## config.mk

```make
export PLATFORM = sky130hd
export DESIGN_NAME = multiple_response_set_tokenizer_top_flat
export DESIGN_NICKNAME = d
export VERILOG_FILES = /design/src/rtl/core/mrst_pkg.sv /design/src/rtl/core/mrst_in_if.sv /design/src/rtl/core/mrst_out_if.sv /design/src/rtl/core/mrst_feed.sv /design/src/rtl/core/mrst_step.sv /design/src/rtl/core/mrst_outq.sv /design/src/rtl/core/multiple_response_set_tokenizer_top.sv /design/src/flat_wrapper.sv
export SDC_FILE = /design/constraint.sdc
export NUM_CORES = 1
export LEC_CHECK = 0
export BUFFER_PORTS_ARGS = -buffer_cell sky130_fd_sc_hd__buf_2
export CORE_ASPECT_RATIO = 1.1
export CORE_UTILIZATION = 40
export DETAILED_ROUTE_END_ITERATION = 10
export GPL_TIMING_DRIVEN = 0
export PLACE_DENSITY = 0.65
export SYNTH_ARGS = -nofsm -noshare
export SYNTH_HDL_FRONTEND = slang
export SYNTH_SLANG_ARGS = --single-unit
```

## constraint.sdc

```tcl
create_clock -name clk -period 7.1 [get_ports clk]
set_input_delay 0.71 -clock clk [delete_from_list [all_inputs] [get_ports clk]]
set_output_delay 0.71 -clock clk [all_outputs]
set_load 0.02 [all_outputs]
```

## src/rtl/core/mrst_pkg.sv

```systemverilog
// Package for the multiple-response-set tokenizer: phase codes, result kinds,
// the fixed-width line state and the result record. No dependencies.
package mrst_pkg;

	typedef enum logic [13:0] {
		PH_START    = 14'b00000000000001,
		PH_NAME     = 14'b00000000000010,
		PH_TYPE     = 14'b00000000000100,
		PH_ESP      = 14'b00000000001000,
		PH_EFIRST   = 14'b00000000010000,
		PH_EMORE    = 14'b00000000100000,
		PH_VLEN0    = 14'b00000001000000,
		PH_VLEN     = 14'b00000010000000,
		PH_VBODY    = 14'b00000100000000,
		PH_PRELABEL = 14'b00001000000000,
		PH_LLEN0    = 14'b00010000000000,
		PH_LLEN     = 14'b00100000000000,
		PH_LBODY    = 14'b01000000000000,
		PH_VARS     = 14'b10000000000000
	} phase_t;

	typedef enum logic [2:0] {
		K_NAME   = 3'd0,
		K_VALUE  = 3'd1,
		K_LABEL  = 3'd2,
		K_VAR    = 3'd3,
		K_VAREND = 3'd4,
		K_SETEND = 3'd5,
		K_ERROR  = 3'd6
	} kind_t;

	localparam logic [1:0] SET_C = 2'd0;
	localparam logic [1:0] SET_D = 2'd1;
	localparam logic [1:0] SET_E = 2'd2;

	localparam logic [7:0] CH_DOLLAR = 8'h24;
	localparam logic [7:0] CH_EQ     = 8'h3D;
	localparam logic [7:0] CH_C      = 8'h43;
	localparam logic [7:0] CH_D      = 8'h44;
	localparam logic [7:0] CH_E      = 8'h45;
	localparam logic [7:0] CH_SP     = 8'h20;
	localparam logic [7:0] CH_LF     = 8'h0A;
	localparam logic [7:0] CH_CR     = 8'h0D;
	localparam logic [7:0] CH_NUL    = 8'h00;
	localparam logic [7:0] CH_0      = 8'h30;
	localparam logic [7:0] CH_9      = 8'h39;

	localparam logic [13:0] FLAG_LIMIT = 14'd1000;
	localparam logic [13:0] FLAG_LABEL = 14'd11;
	localparam logic [31:0] NUM_NONE   = 32'hFFFF_FFFF;
	localparam logic [31:0] NUM_MAX    = 32'h7FFF_FFFF;

	typedef struct packed {
		phase_t      phase;
		logic [13:0] flag_acc;
		logic [1:0]  set_type;
		logic        label_src;
		logic [31:0] value_num;
		logic        digits_open;
		logic        in_var;
		logic        held_cr;
		logic        err;
	} state_t;

	typedef struct packed {
		kind_t              kind;
		logic [7:0]         content_byte;
		logic [1:0]         set_kind;
		logic               label_from_var;
		logic signed [31:0] counted_number;
	} result_t;

	localparam state_t STATE_RESET = '{
		phase: PH_START, flag_acc: 14'd0, set_type: 2'd0, label_src: 1'b0,
		value_num: NUM_NONE, digits_open: 1'b0, in_var: 1'b0, held_cr: 1'b0,
		err: 1'b0
	};

	// back to line start, record-level flags kept
	function automatic state_t clear_line(state_t s);
		state_t r;
		r = s;
		r.phase       = PH_START;
		r.flag_acc    = '0;
		r.set_type    = '0;
		r.label_src   = 1'b0;
		r.value_num   = NUM_NONE;
		r.digits_open = 1'b0;
		r.in_var      = 1'b0;
		return r;
	endfunction

endpackage

```

## src/rtl/core/mrst_in_if.sv

```systemverilog
// Byte channel of the tokenizer: valid/ready with one record byte per transaction.
// No dependencies.
interface mrst_in_if;
	logic       valid;
	logic       ready;
	logic [7:0] byte_value;
	logic       last_byte;

	modport source (output valid, byte_value, last_byte, input ready);
	modport sink (input valid, byte_value, last_byte, output ready);
endinterface

```

## src/rtl/core/mrst_out_if.sv

```systemverilog
// Result channel of the tokenizer: valid/ready with one token result per transaction.
// No dependencies.
interface mrst_out_if;
	logic               valid;
	logic               ready;
	logic [2:0]         kind;
	logic [7:0]         content_byte;
	logic [1:0]         set_kind;
	logic               label_from_var;
	logic signed [31:0] counted_number;
	logic               last_of_run;

	modport source (output valid, kind, content_byte, set_kind, label_from_var,
		counted_number, last_of_run, input ready);
	modport sink (input valid, kind, content_byte, set_kind, label_from_var,
		counted_number, last_of_run, output ready);
endinterface

```

## src/rtl/core/mrst_feed.sv

```systemverilog
// One byte of line parsing: next line state and at most one result.
// Depends on mrst_pkg.
module mrst_feed
	import mrst_pkg::*;
#(
	parameter int LENGTH_BITS = 16
) (
	input  state_t                 st_in,
	input  logic [LENGTH_BITS-1:0] rem_in,
	input  logic [LENGTH_BITS-1:0] len_in,
	input  logic [7:0]             c,
	output state_t                 st_out,
	output logic [LENGTH_BITS-1:0] rem_out,
	output logic [LENGTH_BITS-1:0] len_out,
	output logic                   emit,
	output result_t                res,
	output logic                   err
);
	localparam int LW = LENGTH_BITS + 4;

	logic          dig;
	logic [3:0]    d;
	logic [LW-1:0] len_mul;
	logic [13:0]   flag_mul;
	logic [35:0]   val_mul;
	logic [31:0]   val_sat;

	assign dig = (c >= CH_0) && (c <= CH_9);
	assign d   = dig ? c[3:0] : 4'd0;

	// multiply by ten as shift-and-add
	assign len_mul  = {1'b0, len_in, 3'b000} + {3'b000, len_in, 1'b0} + LW'(d);
	assign flag_mul = {st_in.flag_acc[10:0], 3'b000} + {st_in.flag_acc[12:0], 1'b0}
		+ 14'(d);
	assign val_mul  = {1'b0, st_in.value_num, 3'b000} + {3'b000, st_in.value_num, 1'b0}
		+ 36'(d);
	assign val_sat  = (val_mul[35:31] != 5'd0) ? NUM_MAX : val_mul[31:0];

	always_comb begin
		st_out  = st_in;
		rem_out = rem_in;
		len_out = len_in;
		emit    = 1'b0;
		res     = '0;
		err     = 1'b0;
		unique case (st_in.phase)
			PH_START: begin
				if (c == CH_DOLLAR) begin
					emit = 1'b1;
					res.kind = K_NAME;
					res.content_byte = c;
					st_out.phase = PH_NAME;
				end else begin
					err = 1'b1;
				end
			end
			PH_NAME: begin
				priority if (c == CH_EQ) begin
					st_out.phase = PH_TYPE;
				end else if (c == CH_SP) begin
					err = 1'b1;
				end else begin
					emit = 1'b1;
					res.kind = K_NAME;
					res.content_byte = c;
				end
			end
			PH_TYPE: begin
				st_out.label_src   = 1'b0;
				st_out.value_num   = NUM_NONE;
				st_out.digits_open = 1'b0;
				priority if (c == CH_C) begin
					st_out.set_type = SET_C;
					st_out.phase = PH_PRELABEL;
				end else if (c == CH_D) begin
					st_out.set_type = SET_D;
					st_out.phase = PH_VLEN0;
				end else if (c == CH_E) begin
					st_out.set_type = SET_E;
					st_out.phase = PH_ESP;
				end else begin
					err = 1'b1;
				end
			end
			PH_ESP: begin
				if (c == CH_SP) st_out.phase = PH_EFIRST;
				else err = 1'b1;
			end
			PH_EFIRST: begin
				if (dig) begin
					st_out.flag_acc = 14'(d);
					st_out.phase = PH_EMORE;
				end else begin
					err = 1'b1;
				end
			end
			PH_EMORE: begin
				priority if (dig && (st_in.flag_acc < FLAG_LIMIT)) begin
					st_out.flag_acc = flag_mul;
				end else if (c == CH_SP) begin
					st_out.label_src = (st_in.flag_acc == FLAG_LABEL);
					st_out.phase = PH_VLEN0;
				end else begin
					err = 1'b1;
				end
			end
			PH_VLEN0, PH_LLEN0: begin
				if (dig) begin
					len_out = LENGTH_BITS'(d);
					st_out.phase = (st_in.phase == PH_VLEN0) ? PH_VLEN : PH_LLEN;
				end else begin
					err = 1'b1;
				end
			end
			PH_VLEN, PH_LLEN: begin
				priority if (dig) begin
					if (len_mul[LW-1:LENGTH_BITS] != 4'd0) err = 1'b1;
					else len_out = len_mul[LENGTH_BITS-1:0];
				end else if (c == CH_SP) begin
					rem_out = len_in;
					if (st_in.phase == PH_VLEN) begin
						st_out.digits_open = 1'b1;
						st_out.value_num = NUM_NONE;
						st_out.phase = (len_in != '0) ? PH_VBODY : PH_PRELABEL;
					end else begin
						st_out.in_var = 1'b0;
						st_out.phase = (len_in != '0) ? PH_LBODY : PH_VARS;
					end
				end else begin
					err = 1'b1;
				end
			end
			PH_VBODY: begin
				emit = 1'b1;
				res.kind = K_VALUE;
				res.content_byte = c;
				if (st_in.digits_open) begin
					priority if (!dig) st_out.digits_open = 1'b0;
					else if (st_in.value_num == NUM_NONE) st_out.value_num = 32'(d);
					else st_out.value_num = val_sat;
				end
				rem_out = rem_in - LENGTH_BITS'(1);
				if (rem_in == LENGTH_BITS'(1)) st_out.phase = PH_PRELABEL;
			end
			PH_PRELABEL: begin
				if (c == CH_SP) st_out.phase = PH_LLEN0;
				else err = 1'b1;
			end
			PH_LBODY: begin
				emit = 1'b1;
				res.kind = K_LABEL;
				res.content_byte = c;
				rem_out = rem_in - LENGTH_BITS'(1);
				if (rem_in == LENGTH_BITS'(1)) begin
					st_out.in_var = 1'b0;
					st_out.phase = PH_VARS;
				end
			end
			PH_VARS: begin
				if (c == CH_SP) begin
					if (st_in.in_var) begin
						emit = 1'b1;
						res.kind = K_VAREND;
						st_out.in_var = 1'b0;
					end
				end else begin
					emit = 1'b1;
					res.kind = K_VAR;
					res.content_byte = c;
					st_out.in_var = 1'b1;
				end
			end
			default: err = 1'b1;
		endcase
		if (err) begin
			emit = 1'b1;
			res = '0;
			res.kind = K_ERROR;
		end
	end
endmodule

```

## src/rtl/core/mrst_step.sv

```systemverilog
// Whole update for one record byte: held carriage return, the byte itself,
// line end and record end. Depends on mrst_pkg and mrst_feed.
module mrst_step
	import mrst_pkg::*;
#(
	parameter int LENGTH_BITS = 16
) (
	input  state_t                 st_q,
	input  logic [LENGTH_BITS-1:0] rem_q,
	input  logic [LENGTH_BITS-1:0] len_q,
	input  logic [7:0]             byte_value,
	input  logic                   last_byte,
	output state_t                 st_nx,
	output logic [LENGTH_BITS-1:0] rem_nx,
	output logic [LENGTH_BITS-1:0] len_nx,
	output result_t [3:0]          res,
	output logic [2:0]             res_cnt
);
	state_t                 st_a, st_b, st_sel;
	logic [LENGTH_BITS-1:0] rem_a, len_a, rem_b, len_b, rem_sel, len_sel;
	logic                   emit_a, emit_b, err_a, err_b;
	result_t                res_a, res_b;

	// the held carriage return is replayed ahead of the current byte
	mrst_feed #(.LENGTH_BITS(LENGTH_BITS)) u_feed_cr (
		.st_in(st_q), .rem_in(rem_q), .len_in(len_q), .c(CH_CR),
		.st_out(st_a), .rem_out(rem_a), .len_out(len_a),
		.emit(emit_a), .res(res_a), .err(err_a)
	);

	assign st_sel  = st_q.held_cr ? st_a : st_q;
	assign rem_sel = st_q.held_cr ? rem_a : rem_q;
	assign len_sel = st_q.held_cr ? len_a : len_q;

	mrst_feed #(.LENGTH_BITS(LENGTH_BITS)) u_feed_byte (
		.st_in(st_sel), .rem_in(rem_sel), .len_in(len_sel), .c(byte_value),
		.st_out(st_b), .rem_out(rem_b), .len_out(len_b),
		.emit(emit_b), .res(res_b), .err(err_b)
	);

	always_comb begin
		state_t                 s;
		logic [LENGTH_BITS-1:0] r, l;
		logic                   keep_held, line_end;
		logic [3:0]             v;
		result_t [3:0]          item;
		logic [2:0]             cnt;
		s         = st_q;
		r         = rem_q;
		l         = len_q;
		keep_held = 1'b0;
		line_end  = 1'b0;
		v         = '0;
		item      = '0;
		item[0]   = res_a;
		item[1]   = res_b;
		if (!st_q.err) begin
			if ((byte_value == CH_LF) || (byte_value == CH_NUL)) begin
				s.held_cr = 1'b0;
				line_end = 1'b1;
			end else begin
				if (st_q.held_cr) begin
					v[0] = emit_a;
					s = st_a;
					r = rem_a;
					l = len_a;
					s.held_cr = 1'b0;
					s.err = err_a;
				end
				if (!s.err) begin
					if (byte_value == CH_CR) begin
						s.held_cr = 1'b1;
					end else begin
						v[1] = emit_b;
						keep_held = s.held_cr;
						s = st_b;
						r = rem_b;
						l = len_b;
						s.held_cr = keep_held;
						s.err = err_b;
					end
				end
				if (last_byte && !s.err) begin
					s.held_cr = 1'b0;
					line_end = 1'b1;
				end
			end
			if (line_end) begin
				if (s.phase == PH_VARS) begin
					v[2] = s.in_var;
					item[2].kind = K_VAREND;
					v[3] = 1'b1;
					item[3].kind = K_SETEND;
					item[3].set_kind = s.set_type;
					item[3].label_from_var = s.label_src;
					item[3].counted_number = s.value_num;
				end else if (s.phase != PH_START) begin
					// line ended before the set was complete
					v[3] = 1'b1;
					item[3].kind = K_ERROR;
					s.err = 1'b1;
				end
				s = clear_line(s);
				r = '0;
				l = '0;
			end
		end
		if (last_byte) begin
			s = STATE_RESET;
			r = '0;
			l = '0;
		end
		res = '0;
		cnt = 3'd0;
		for (int i = 0; i < 4; i++) begin
			if (v[i]) begin
				res[cnt[1:0]] = item[i];
				cnt = cnt + 3'd1;
			end
		end
		st_nx   = s;
		rem_nx  = r;
		len_nx  = l;
		res_cnt = cnt;
	end
endmodule

```

## src/rtl/core/mrst_outq.sv

```systemverilog
// Result register: holds the results of one byte and hands them out one per
// transaction, oldest first. Depends on mrst_pkg.
module mrst_outq
	import mrst_pkg::*;
(
	input  logic          clk,
	input  logic          arst_n,
	input  logic          load_req,
	input  result_t [3:0] load_res,
	input  logic [2:0]    load_cnt,
	input  logic          pop,
	output logic          can_load,
	output logic          head_valid,
	output logic          head_last,
	output result_t       head
);
	result_t [3:0] slot_q;
	logic [2:0]    cnt_q;
	logic          load;

	// refill in the cycle the final pending result leaves
	assign can_load   = (cnt_q == 3'd0) || ((cnt_q == 3'd1) && pop);
	assign load       = load_req && can_load;
	assign head_valid = (cnt_q != 3'd0);
	assign head_last  = (cnt_q == 3'd1);
	assign head       = slot_q[0];

	always_ff @(posedge clk or negedge arst_n) begin
		if (!arst_n) begin
			cnt_q <= 3'd0;
		end else if (load) begin
			cnt_q <= load_cnt;
		end else if (pop) begin
			cnt_q <= cnt_q - 3'd1;
		end
	end

	always_ff @(posedge clk) begin
		if (load) begin
			slot_q <= load_res;
		end else if (pop) begin
			for (int i = 0; i < 3; i++) slot_q[i] <= slot_q[i+1];
			slot_q[3] <= '0;
		end
	end
endmodule

```

## src/rtl/core/multiple_response_set_tokenizer_top.sv

```systemverilog
// Multiple-response-set tokenizer, top level. Depends on mrst_pkg, mrst_in_if,
// mrst_out_if, mrst_step, mrst_feed and mrst_outq.
// Throughput: one byte per cycle while each byte gives at most one result and the
// result channel takes every result; a byte with n results holds the result
// register for n output transactions.
// Reset clears all control state: line start, no held carriage return, no error.
module multiple_response_set_tokenizer_top
	import mrst_pkg::*;
#(
	parameter int LENGTH_BITS = 16
) (
	input logic        clk,
	input logic        arst_n,
	mrst_in_if.sink    byte_ch,
	mrst_out_if.source result_ch
);
	logic                   valid_s1;
	logic [7:0]             byte_s1;
	logic                   last_s1;
	state_t                 st_q, st_nx;
	logic [LENGTH_BITS-1:0] rem_q, len_q, rem_nx, len_nx;
	result_t [3:0]          step_res;
	logic [2:0]             step_cnt;
	logic                   can_load, adv, pop, head_valid, head_last;
	result_t                head;

	assign adv           = valid_s1 && can_load;
	assign byte_ch.ready = !valid_s1 || adv;
	assign pop           = result_ch.valid && result_ch.ready;

	always_ff @(posedge clk or negedge arst_n) begin
		if (!arst_n) begin
			valid_s1 <= 1'b0;
		end else if (byte_ch.valid && byte_ch.ready) begin
			valid_s1 <= 1'b1;
		end else if (adv) begin
			valid_s1 <= 1'b0;
		end
	end

	always_ff @(posedge clk) begin
		if (byte_ch.valid && byte_ch.ready) begin
			byte_s1 <= byte_ch.byte_value;
			last_s1 <= byte_ch.last_byte;
		end
	end

	always_ff @(posedge clk or negedge arst_n) begin
		if (!arst_n) begin
			st_q  <= STATE_RESET;
			rem_q <= '0;
			len_q <= '0;
		end else if (adv) begin
			st_q  <= st_nx;
			rem_q <= rem_nx;
			len_q <= len_nx;
		end
	end

	mrst_step #(.LENGTH_BITS(LENGTH_BITS)) u_step (
		.st_q(st_q), .rem_q(rem_q), .len_q(len_q),
		.byte_value(byte_s1), .last_byte(last_s1),
		.st_nx(st_nx), .rem_nx(rem_nx), .len_nx(len_nx),
		.res(step_res), .res_cnt(step_cnt)
	);

	mrst_outq u_outq (
		.clk(clk), .arst_n(arst_n),
		.load_req(valid_s1), .load_res(step_res), .load_cnt(step_cnt),
		.pop(pop), .can_load(can_load),
		.head_valid(head_valid), .head_last(head_last), .head(head)
	);

	assign result_ch.valid          = head_valid;
	assign result_ch.kind           = head.kind;
	assign result_ch.content_byte   = head.content_byte;
	assign result_ch.set_kind       = head.set_kind;
	assign result_ch.label_from_var = head.label_from_var;
	assign result_ch.counted_number = head.counted_number;
	assign result_ch.last_of_run    = head_last;

	// bytes after an error give nothing until the record ends
	a_err_silent: assert property (@(posedge clk) disable iff (!arst_n)
		adv && st_q.err && !last_s1 |-> step_cnt == 3'd0)
		else $error("byte after error produced results");

	// record end returns to line start with nothing held
	a_record_end: assert property (@(posedge clk) disable iff (!arst_n)
		adv && last_s1 |=> st_q.phase == PH_START && !st_q.err && !st_q.held_cr)
		else $error("state not cleared at record end");

	// an error is always the final result of its byte
	a_err_last: assert property (@(posedge clk) disable iff (!arst_n)
		result_ch.valid && result_ch.kind == K_ERROR |-> result_ch.last_of_run)
		else $error("error result not last of run");
endmodule

```

## src/flat_wrapper.sv

```systemverilog
// flat-port wrapper written by rule: the top's interface ports become plain ports
module multiple_response_set_tokenizer_top_flat import mrst_pkg::*;
#(
	parameter int LENGTH_BITS = 16
)
  (clk, arst_n, byte_ch_valid, byte_ch_byte_value, byte_ch_last_byte, byte_ch_ready, result_ch_valid, result_ch_kind, result_ch_content_byte, result_ch_set_kind, result_ch_label_from_var, result_ch_counted_number, result_ch_last_of_run, result_ch_ready);
  mrst_in_if byte_ch_i ();
  mrst_out_if result_ch_i ();
  input logic clk;
  input logic arst_n;
  input wire logic [$bits(byte_ch_i.valid)-1:0] byte_ch_valid;
  input wire logic [$bits(byte_ch_i.byte_value)-1:0] byte_ch_byte_value;
  input wire logic [$bits(byte_ch_i.last_byte)-1:0] byte_ch_last_byte;
  output wire logic [$bits(byte_ch_i.ready)-1:0] byte_ch_ready;
  output wire logic [$bits(result_ch_i.valid)-1:0] result_ch_valid;
  output wire logic [$bits(result_ch_i.kind)-1:0] result_ch_kind;
  output wire logic [$bits(result_ch_i.content_byte)-1:0] result_ch_content_byte;
  output wire logic [$bits(result_ch_i.set_kind)-1:0] result_ch_set_kind;
  output wire logic [$bits(result_ch_i.label_from_var)-1:0] result_ch_label_from_var;
  output wire logic [$bits(result_ch_i.counted_number)-1:0] result_ch_counted_number;
  output wire logic [$bits(result_ch_i.last_of_run)-1:0] result_ch_last_of_run;
  input wire logic [$bits(result_ch_i.ready)-1:0] result_ch_ready;
  assign byte_ch_i.valid = byte_ch_valid;
  assign byte_ch_i.byte_value = byte_ch_byte_value;
  assign byte_ch_i.last_byte = byte_ch_last_byte;
  assign byte_ch_ready = byte_ch_i.ready;
  assign result_ch_valid = result_ch_i.valid;
  assign result_ch_kind = result_ch_i.kind;
  assign result_ch_content_byte = result_ch_i.content_byte;
  assign result_ch_set_kind = result_ch_i.set_kind;
  assign result_ch_label_from_var = result_ch_i.label_from_var;
  assign result_ch_counted_number = result_ch_i.counted_number;
  assign result_ch_last_of_run = result_ch_i.last_of_run;
  assign result_ch_i.ready = result_ch_ready;
  multiple_response_set_tokenizer_top #(.LENGTH_BITS(LENGTH_BITS)) u_core (.clk(clk), .arst_n(arst_n), .byte_ch(byte_ch_i), .result_ch(result_ch_i));
endmodule
```

==> results of run 1 <==
-- kinds of logic (layout without fill, tap and decap cells) --
family / after synthesis / count (layout)
muxes: 15 / 15
adders and majority gates: 135 / 135
DFF: 280 / 280
xor gates and xnor gates: 77 / 77
buffers and inverters: 230 / 356
and+or+nand+nor: 786 / 786
AOI/OAI and AO/OA: 746 / 746
-- per-stage QoR --
step,instances,power (mW),hold WS [ps],setup WS (ps),setup TNS (ps)
after floorplan,2269,7.68,414,844,0
after global placement,2990,9.54,467,-2330,-296660
after detailed placement,2992,9.64,482,-2290,-280760
after CTS,3057,11.5,93.4,10.2,0
after global routing,3055,12.4,124,6.19,0
final,3055,11.7,89.7,262,0
-- power by group --
group | total (mW) | switching [mW] | internal, mW
Clock | 1.72 | 0.708 | 1.01
Combinational | 7.19 | 4.53 | 2.66
Sequential | 2.75 | 0.252 | 2.50
Total | 11.7 | 5.49 | 6.17
-- cell type report --
cell class | instances | area (um^2) | share of cell area [%]
inverters | 58 | 218 | 0.948
clock inverters | 23 | 270 | 1.18
repair buffers | 76 | 464 | 2.02
plain buffers | 166 | 845 | 3.68
multi-input cells | 1759 | 11600 | 50.6
clock buffers | 33 | 783 | 3.41
flip-flops and latches | 280 | 7940 | 34.6
well taps | 660 | 826 | 3.60
-- synth_stat cells (7+ instances only) --
cell,instances
a211oi_1,18
a21o_1,41
a21oi_1,144
a22o_1,43
a22oi_1,9
a31oi_1,40
a32o_1,17
and2_1,29
and3_1,31
buf_2,13
buf_4,47
clkbuf_1,111
dfrtp_1,70
dfstp_2,33
edfxtp_1,177
ha_1,132
inv_1,57
mux2i_1,14
nand2_1,260
nand2b_1,19
nand3_1,57
nand4_1,31
nor2_1,172
nor2b_1,15
nor3_1,51
nor4_1,29
nor4b_1,7
o2111ai_1,7
o211ai_1,22
o21a_1,14
o21ai_0,167
o21ai_1,42
o21bai_1,15
o221ai_1,7
o22a_1,14
o22ai_1,21
o31ai_1,42
o41ai_1,9
or2_2,30
or3_1,10
or4_1,9
xnor2_1,40
xor2_1,37
-- how the worst max path moves through the flow --
stage                          from                   endpoint  slack, ps  cells past startpoint
finish              u_core.st_q[63]      u_core.u_outq.head[4]        260                     22
global route        u_core.rem_q[2]   u_core.u_outq.slot_q[94]          6                     19
CTS                 u_core.st_q[65]   u_core.u_outq.slot_q[53]         10                     26
detailed placement  u_core.st_q[60]  u_core.u_outq.slot_q[115]      -2290                     25
global placement    u_core.st_q[60]  u_core.u_outq.slot_q[115]      -2330                     25
floorplan           u_core.st_q[58]   u_core.u_outq.slot_q[97]        840                     25
-- layer usage --
| layer | track usage, % | share of wire (%) |
|---|---|---|
| met5 | 0 | 0 |
| met4 | 11.4 | 4.5 |
| met3 | 3.60 | 6.0 |
| met2 | 46.9 | 47 |
| met1 | 36.3 | 42 |
-- what timing repair did --
item,in CTS,in global routing
cloned,0,0
gates resized for setup,45,36
buffers inserted,12,1
endpoints found under the setup margin,201,165
pin swaps,7,4
-- flip-flops by register name, indices dropped and copies added (netlist names) --
name and count:
u_core.u_outq.slot_q 122, u_core.st_q 67, u_core.u_outq.head 46, u_core.len_q 16, u_core.rem_q 16, u_core.byte_s1 8, u_core.u_outq.cnt_q 3, u_core.last_s1 1
u_core.valid_s1 1
-- cells in the final DEF (no fill, tap or decap), types with 17 or more instances in the layout --
master / instances
a21o_1: 41
buf_2: 72
and3_1: 30
ha_1: 130
o31ai_1: 42
a31oi_1: 36
dfrtp_1: 69
a22o_1: 43
nand2b_1: 19
o22ai_1: 19
edfxtp_1: 177
nor2_1: 169
nor3_1: 49
dfstp_2: 33
a211oi_1: 17
nor4_1: 28
xor2_1: 37
buf_4: 61
nand2_1: 256
inv_1: 57
and2_1: 28
or2_2: 30
nand4_1: 31
nand3_1: 57
o21ai_0: 158
clkbuf_16: 31
xnor2_1: 40
a21oi_1: 139
o21ai_1: 47
a32o_1: 17
o211ai_1: 22
clkbuf_1: 95
-- critical path: stages (launching register included) --
cell and delay [ps]:
dfrtp_1 410, clkbuf_1 280, or4_1 670, nor2_1 260, and3_2 350, nand2_1 260, nand2_2 220, ha_1 260
ha_1 420, and3_1 250, nor3b_1 280, and4_1 220, nand2_1 90, a311oi_1 370, o21ai_0 190, xnor2_1 160
or4_4 550, clkbuf_4 240, clkbuf_4 240, nor2_1 250, o21ai_0 160, a21oi_2 290, o21ai_0 130
==> run metrics, run 1 <==
Post-synth top flop edfxtp_1; Final Critical Period 6840 ps; largest net degree at the start of global routing 129; ranking of synthesized cells by area edfxtp_1 26%, dfrtp_1 8.6%, ha_1 8.1%; hold buffers post-CTS 0; Synth Instances approximately 2.3k; CTS clk-pin slew, worst paths about 70 ps; WS Path Type flip-flop to flip-flop; Placer Congestion just over 1; Inserted Clock Buffers 31; DR DRC count 0; leakage power roughly 9.5 nW; Core Footprint about 50000 um^2; TritonCTS clock tree yes; Crit path required time 7420 ps; post-synthesis cell type count ~90; share of cells above drive strength 1 between 10% and 20%; clock insertion delay at the later pin of the skew report about 600 ps; gr usage total ~28%; hpwl dp 56100 um; cell area after placement 21600 um^2; XOR/XNOR share of the synthesized area roughly 3.3%; Worst R2R Start u_core.st_q[63]; Arrival @ worst endpoint 7160 ps; largest family of logic cells by synthesized area compound AO/OA/AOI/OAI gates; DR iter-0 viols 1795; num ports just over 60; vias in the first global route around 18k; final slew viol count 0; antenna violations before repair 0; port bufs 61; global-route wire length before repair approximately 110000 um; layout filler cell count slightly below 5k; Synth area leader edfxtp_1; CP Launch Type flip-flop; syn nets about 2.4k; HP Class primary input to asynchronous set/reset pin; Sinks on Clock Net 280; Worst setup EP type flip-flop; crit-path max FO 10; register bit total from synthesis 280; Slew headroom between 10 and 15%; Longest Clk Path Bufs 3; Worst-Margin Slew 1350 ps; Achievable Freq 146 MHz; Register-to-Register Path Depth 22; Worst Skew between 20 and 30 ps; Initial Utilization around two fifths; Layout area overhead 12.8%; final worst path period share 96.3%; # setup viols final 0; mapped cell area ~20000 um^2; max-cap viol count 0; RSZ-0062 raised after global routing false; Final ANT Viol Nets 0; Die X-Extent roughly 220 um; PD cells 508 nW/um^2; FP Rows 86; wire per inst 24.0 um; post-synthesis mux area share less than 1%; reg-to-reg endpoint u_core.u_outq.head[4]; Synth Area in Adders 8.41%; status complete, no violations; post-synthesis sequential area ratio about two fifths; final hold violations 0; H-tree Lvls 1; die area between 50000 and 60000 um^2; Synth Area in Compound Gates between 20% and 30%; global route total overflow 0; EDFF count, synth ~180; fin area ~23000 um^2; R2R setup slack roughly 260 ps; via count 18.8k; Core Util, Final 45.8%; Post-synth ARST share approximately 37%; Final Net Count roughly 2.5k; syn avg cell area around 9.0 um^2; die height about 240 um; Synth Warn # 0; Simple-Gate Fraction of Synth Area roughly a fifth; VDD IR max 432 uV; diode count 0; DRT Pass-1 Iters 6; post-synth top area share around a quarter; CTS Root Cell clkbuf_16; drt total wl 73200 um; via-per-instance ratio between 6 and 7
Note: power is estimated with default switching activity, not from simulation.
==> run 2: changes to the inputs <==
- CORE_MARGIN: default -> 2
- PLACE_DENSITY: 0.65 -> default
==> run metrics, run 2 (synthesized netlist as in run 1, its figures left out) <==
max-cap viol count 0; Arrival @ worst endpoint around 7300 ps; gr usage total 27.7%; Initial Utilization 40.6%; fin area 23100 um^2; die height around 240 um; CTS Root Cell clkbuf_16; Setup WS pre-CTS -2200 ps; WS Path Type flip-flop to flip-flop; Achievable Freq roughly 140 MHz; largest net degree at the start of global routing approximately 110; H-tree Lvls 1; diode count 0; via-per-instance ratio about 6; VDD IR max ~360 uV; Core Footprint 50100 um^2; max reg flops about 120; total design power 11.8 mW; layout filler cell count 4990; Worst-Margin Slew roughly 1400 ps; CP Launch Type flip-flop; Final ANT Viol Nets 0; most frequent cells in the layout 258 x nand2_1, 177 x edfxtp_1, 168 x nor2_1; leakage power 9.57 nW; HP Class primary input to flip-flop; die area roughly 53000 um^2; Largest Register u_core.u_outq.slot_q; multi-input logic area between 10000 and 15000 um^2; Worst Skew 39.3 ps; hpwl dp 55600 um; global-route wire length before repair around 110000 um; Slew headroom just under 5%; Inserted Clock Buffers 31; # setup viols final 0; TritonCTS clock tree yes; DR DRC count 0; Final Critical Period between 6000 and 7000 ps; Final Net Count 2528; CTS clk-pin slew, worst paths 70 ps; final hold violations 0; antenna violations before repair 0; Placer Congestion approximately 1; Sinks on Clock Net 280; port bufs about 60; Inst Count DP around 3k; vias in the first global route around 18k; Core Util, Final about 46%; commonest non-fill, non-tap cell in the layout nand2_1; num ports 62; status complete, no violations; DRT Pass-1 Iters 6; FF/Latch Area slightly below 8000 um^2; clock insertion delay at the later pin of the skew report 600 ps; Cell Count, Final, Fillers Out 3065; share of cells above drive strength 1 approximately 14%; Layout area overhead 13.5%; global route total overflow 0; cell area after placement between 20000 and 25000 um^2; drt total wl ~73000 um; Worst setup EP type flip-flop; hold depth 1; PD cells 509 nW/um^2; DR iter-0 viols roughly 1.6k; FP Rows between 80 and 90; Crit path required time roughly 7500 ps; Setup WS post-layout roughly 190 ps; Die X-Extent 219 um; final slew viol count 0; final worst path period share 97.3%; crit-path max FO 10; via count 18.9k; Longest Clk Path Bufs 3; wire per inst 23.8 um; Register-to-Register Path Depth 26
## run 2: path summary, 6_finish.rpt
check	endpoint	slack [ps]	from
setup / recovery	u_core.u_outq.slot_q[109]	190	u_core.st_q[58]
hold / removal	u_core.last_s1	280	byte_ch_last_byte
max in group asynchronous	u_core.st_q[24]	5780	arst_n
hold reg to reg	u_core.st_q[52]	490	u_core.st_q[52]
setup reg to reg	u_core.u_outq.slot_q[109]	190	u_core.st_q[58]
min in group asynchronous	u_core.st_q[47]	560	arst_n
## run 2: layer usage
metal / track usage [%] / vias to the layer above / part of all wire, % / routed length, um
met4: 11.9 / 0 / 4.8 / 3510
li1: - / 8717 / - / -
met2: 46.5 / 807 / 47 / 34400
met3: 4.03 / 224 / 6.7 / 4890
met5: 0 / - / 0 / 0
met1: 35.7 / 9105 / 41 / 30100
## run 2: repair_timing
action	in CTS	in global routing
buffers inserted	9	10
pin swaps	7	6
gates resized for setup	45	37
gates cloned	0	0
setup endpoints to repair	201	156
hold endpoints to repair	7	0
hold buffers	1	0
## run 2: area by class of cell
class	count	area share (%)
Clock inverter	18	0.829
Clock buffer	40	3.96
Tap cell	660	3.58
Sequential cell	280	34.4
Timing Repair Buffer	84	2.32
Inverter	58	0.943
Multi-Input combinational cell	1759	50.4
Buffer	166	3.63
## run 2: worst max-delay path, stage by stage (launching register included)
cell      delay (ps)
dfrtp_1          350
buf_2            170
nor4_4           310
clkbuf_4         270
nand4_1          100
buf_4            180
nor2_4           210
buf_4            240
nor2_1           100
inv_1            130
ha_1             260
xor2_1           250
ha_1             290
a21o_1           170
a21oi_2          200
o21ai_1          170
a311o_2          490
a31oi_2          270
a21o_1           160
and2_1           190
o211ai_1         130
or4_4            580
clkbuf_2         260
buf_2            270
o211ai_1         380
a31oi_4          250
a22o_1           250
## run 2: metrics by stage
stage	setup TNS, ps	hold slack, ps
detailed placement	-261530	483
global route	-64.8	268
global placement	-288410	468
finish	0	282
CTS	0	261
floorplan	0	414
## run 2: where the power goes
part | total [mW] | internal (mW) | switching, mW
combinational | 7.28 | 2.68 | 4.59
sequential | 2.74 | 2.50 | 0.247
clock | 1.75 | 1.02 | 0.722
total | 11.8 | 6.20 | 5.56
==> run 3: changes to the inputs <==
- CORE_ASPECT_RATIO: 1.1 -> default
- CORE_MARGIN: 2 -> 5
- MAX_ROUTING_LAYER: default -> met4
==> run metrics, run 3 (synthesized netlist as in run 1, its figures left out) <==
final hold violations 0; most frequent cells in the layout 258 x nand2_1, 177 x edfxtp_1, 169 x nor2_1; antenna violations before repair 0; Sinks on Clock Net 280; final worst path period share 98.2%; Achievable Freq roughly 140 MHz; cell area after placement between 20000 and 25000 um^2; largest net degree at the start of global routing approximately 120; hold buffers post-CTS 0; Worst R2R Start u_core.st_q[63]; Final Net Count ~2.5k; gr usage total between 20% and 30%; Arrival @ worst endpoint 7250 ps; Crit path required time about 7400 ps; Initial Utilization between 40 and 50%; Largest Register u_core.u_outq.slot_q; PD cells 508 nW/um^2; num ports 62; via count around 19k; TritonCTS clock tree yes; VDD IR max between 200 and 300 uV; diode count 0; wire per inst approximately 24 um; Layout area overhead 13.1%; Placer Congestion 1.02; max reg flops approximately 120; die height approximately 240 um; Final Critical Period around 7000 ps; vias in the first global route about 18k; Register-to-Register Path Depth 21; Setup WS post-layout 130 ps; via-per-instance ratio ~6.2; DRT Pass-1 Iters 6; Setup WS pre-CTS -2200 ps; hpwl dp roughly 56000 um; Final ANT Viol Nets 0; crit-path max FO 10; DR iter-0 viols 1853; HP Class primary input to asynchronous set/reset pin; crit path launch u_core.st_q[63]; Die X-Extent approximately 240 um; leakage power roughly 9.5 nW; DR DRC count 0; Core Footprint 50300 um^2; fin area between 20000 and 25000 um^2; CP Launch Type flip-flop; Hold WS about 16 ps; port bufs 61; Worst Skew around 22 ps; # setup viols final 0; max-cap viol count 0; die area 55500 um^2; WS Path Type flip-flop to flip-flop; CTS Root Cell clkbuf_16; drt total wl 73200 um; FP Rows between 80 and 90; Slew headroom between 10% and 20%; global route total overflow 0; Worst setup EP type flip-flop; Worst-Margin Slew around 1300 ps; setup TNS 0 ps; share of cells above drive strength 1 between 10% and 20%; H-tree Lvls 2; commonest non-fill, non-tap cell in the layout nand2_1; CTS clk-pin slew, worst paths about 60 ps; final slew viol count 0; Longest Clk Path Bufs 3; Inserted Clock Buffers 34; global-route wire length before repair 111000 um; clock insertion delay at the later pin of the skew report ~570 ps; status complete, no violations
## run 3: layout make-up
cell class	instances	area, um^2
fillers	4893	27300
multi-input cells	1759	11600
flip-flops and latches	280	7940
clock buffers	45	912
well taps	672	841
plain buffers	166	837
repair buffers	80	507
inverters	58	218
clock inverters	16	153
## run 3: routing by layer
layer | vias up | track usage, % | part of all wire [%]
met5 | - | - | 0
met4 | 0 | 8.48 | 3.6
met3 | 167 | 4.26 | 7.6
met2 | 853 | 39.3 | 44
met1 | 9305 | 35.8 | 44
li1 | 8742 | - | -
## run 3: path summary, 6_finish.rpt
check / slack, ps / to
setup / recovery: 130 / u_core.u_outq.slot_q[112]
hold / removal: 20 / u_core.st_q[47]
setup reg to reg: 130 / u_core.u_outq.slot_q[112]
hold reg to reg: 490 / u_core.st_q[52]
max in group asynchronous: 6300 / u_core.st_q[30]
min in group clk: 320 / u_core.last_s1
## run 3: power by group
part / switching, mW / leakage [nW] / total, mW / internal (mW)
clock: 0.758 / 0.515 / 1.72 / 0.958
combinational: 4.58 / 5.88 / 7.23 / 2.66
sequential: 0.248 / 3.12 / 2.74 / 2.50
total: 5.58 / 9.52 / 11.7 / 6.11
## run 3: worst max-delay path: stages (launching register included)
cell	delay, ps
dfrtp_1	440
clkbuf_1	320
or4_1	720
nor2_1	230
and3_2	340
nand2_1	250
nand2_1	230
ha_1	250
ha_1	420
and3_1	250
nor3b_1	290
and4_1	240
nand2_1	90
a311oi_1	420
o21ai_0	160
xnor2_1	150
or4_4	550
clkbuf_2	240
o31ai_1	360
o21ai_0	190
a21oi_2	400
o21ai_0	150
## run 3: repair_timing
action,in CTS,in global routing
setup buffers,10,7
resized for setup,44,30
setup endpoints to repair,201,148
pin swaps,5,5
## run 3: metrics by stage
stage / std cells / utilization [%] / total power, mW
floorplan: 2269 / - / 7.68
global route: 3076 / 45.8 / 12.4
detailed placement: 3004 / 42.9 / 9.71
CTS: 3071 / 45.4 / 11.6
finish: 3076 / 45.8 / 11.7
global placement: 3002 / 42.8 / 9.60
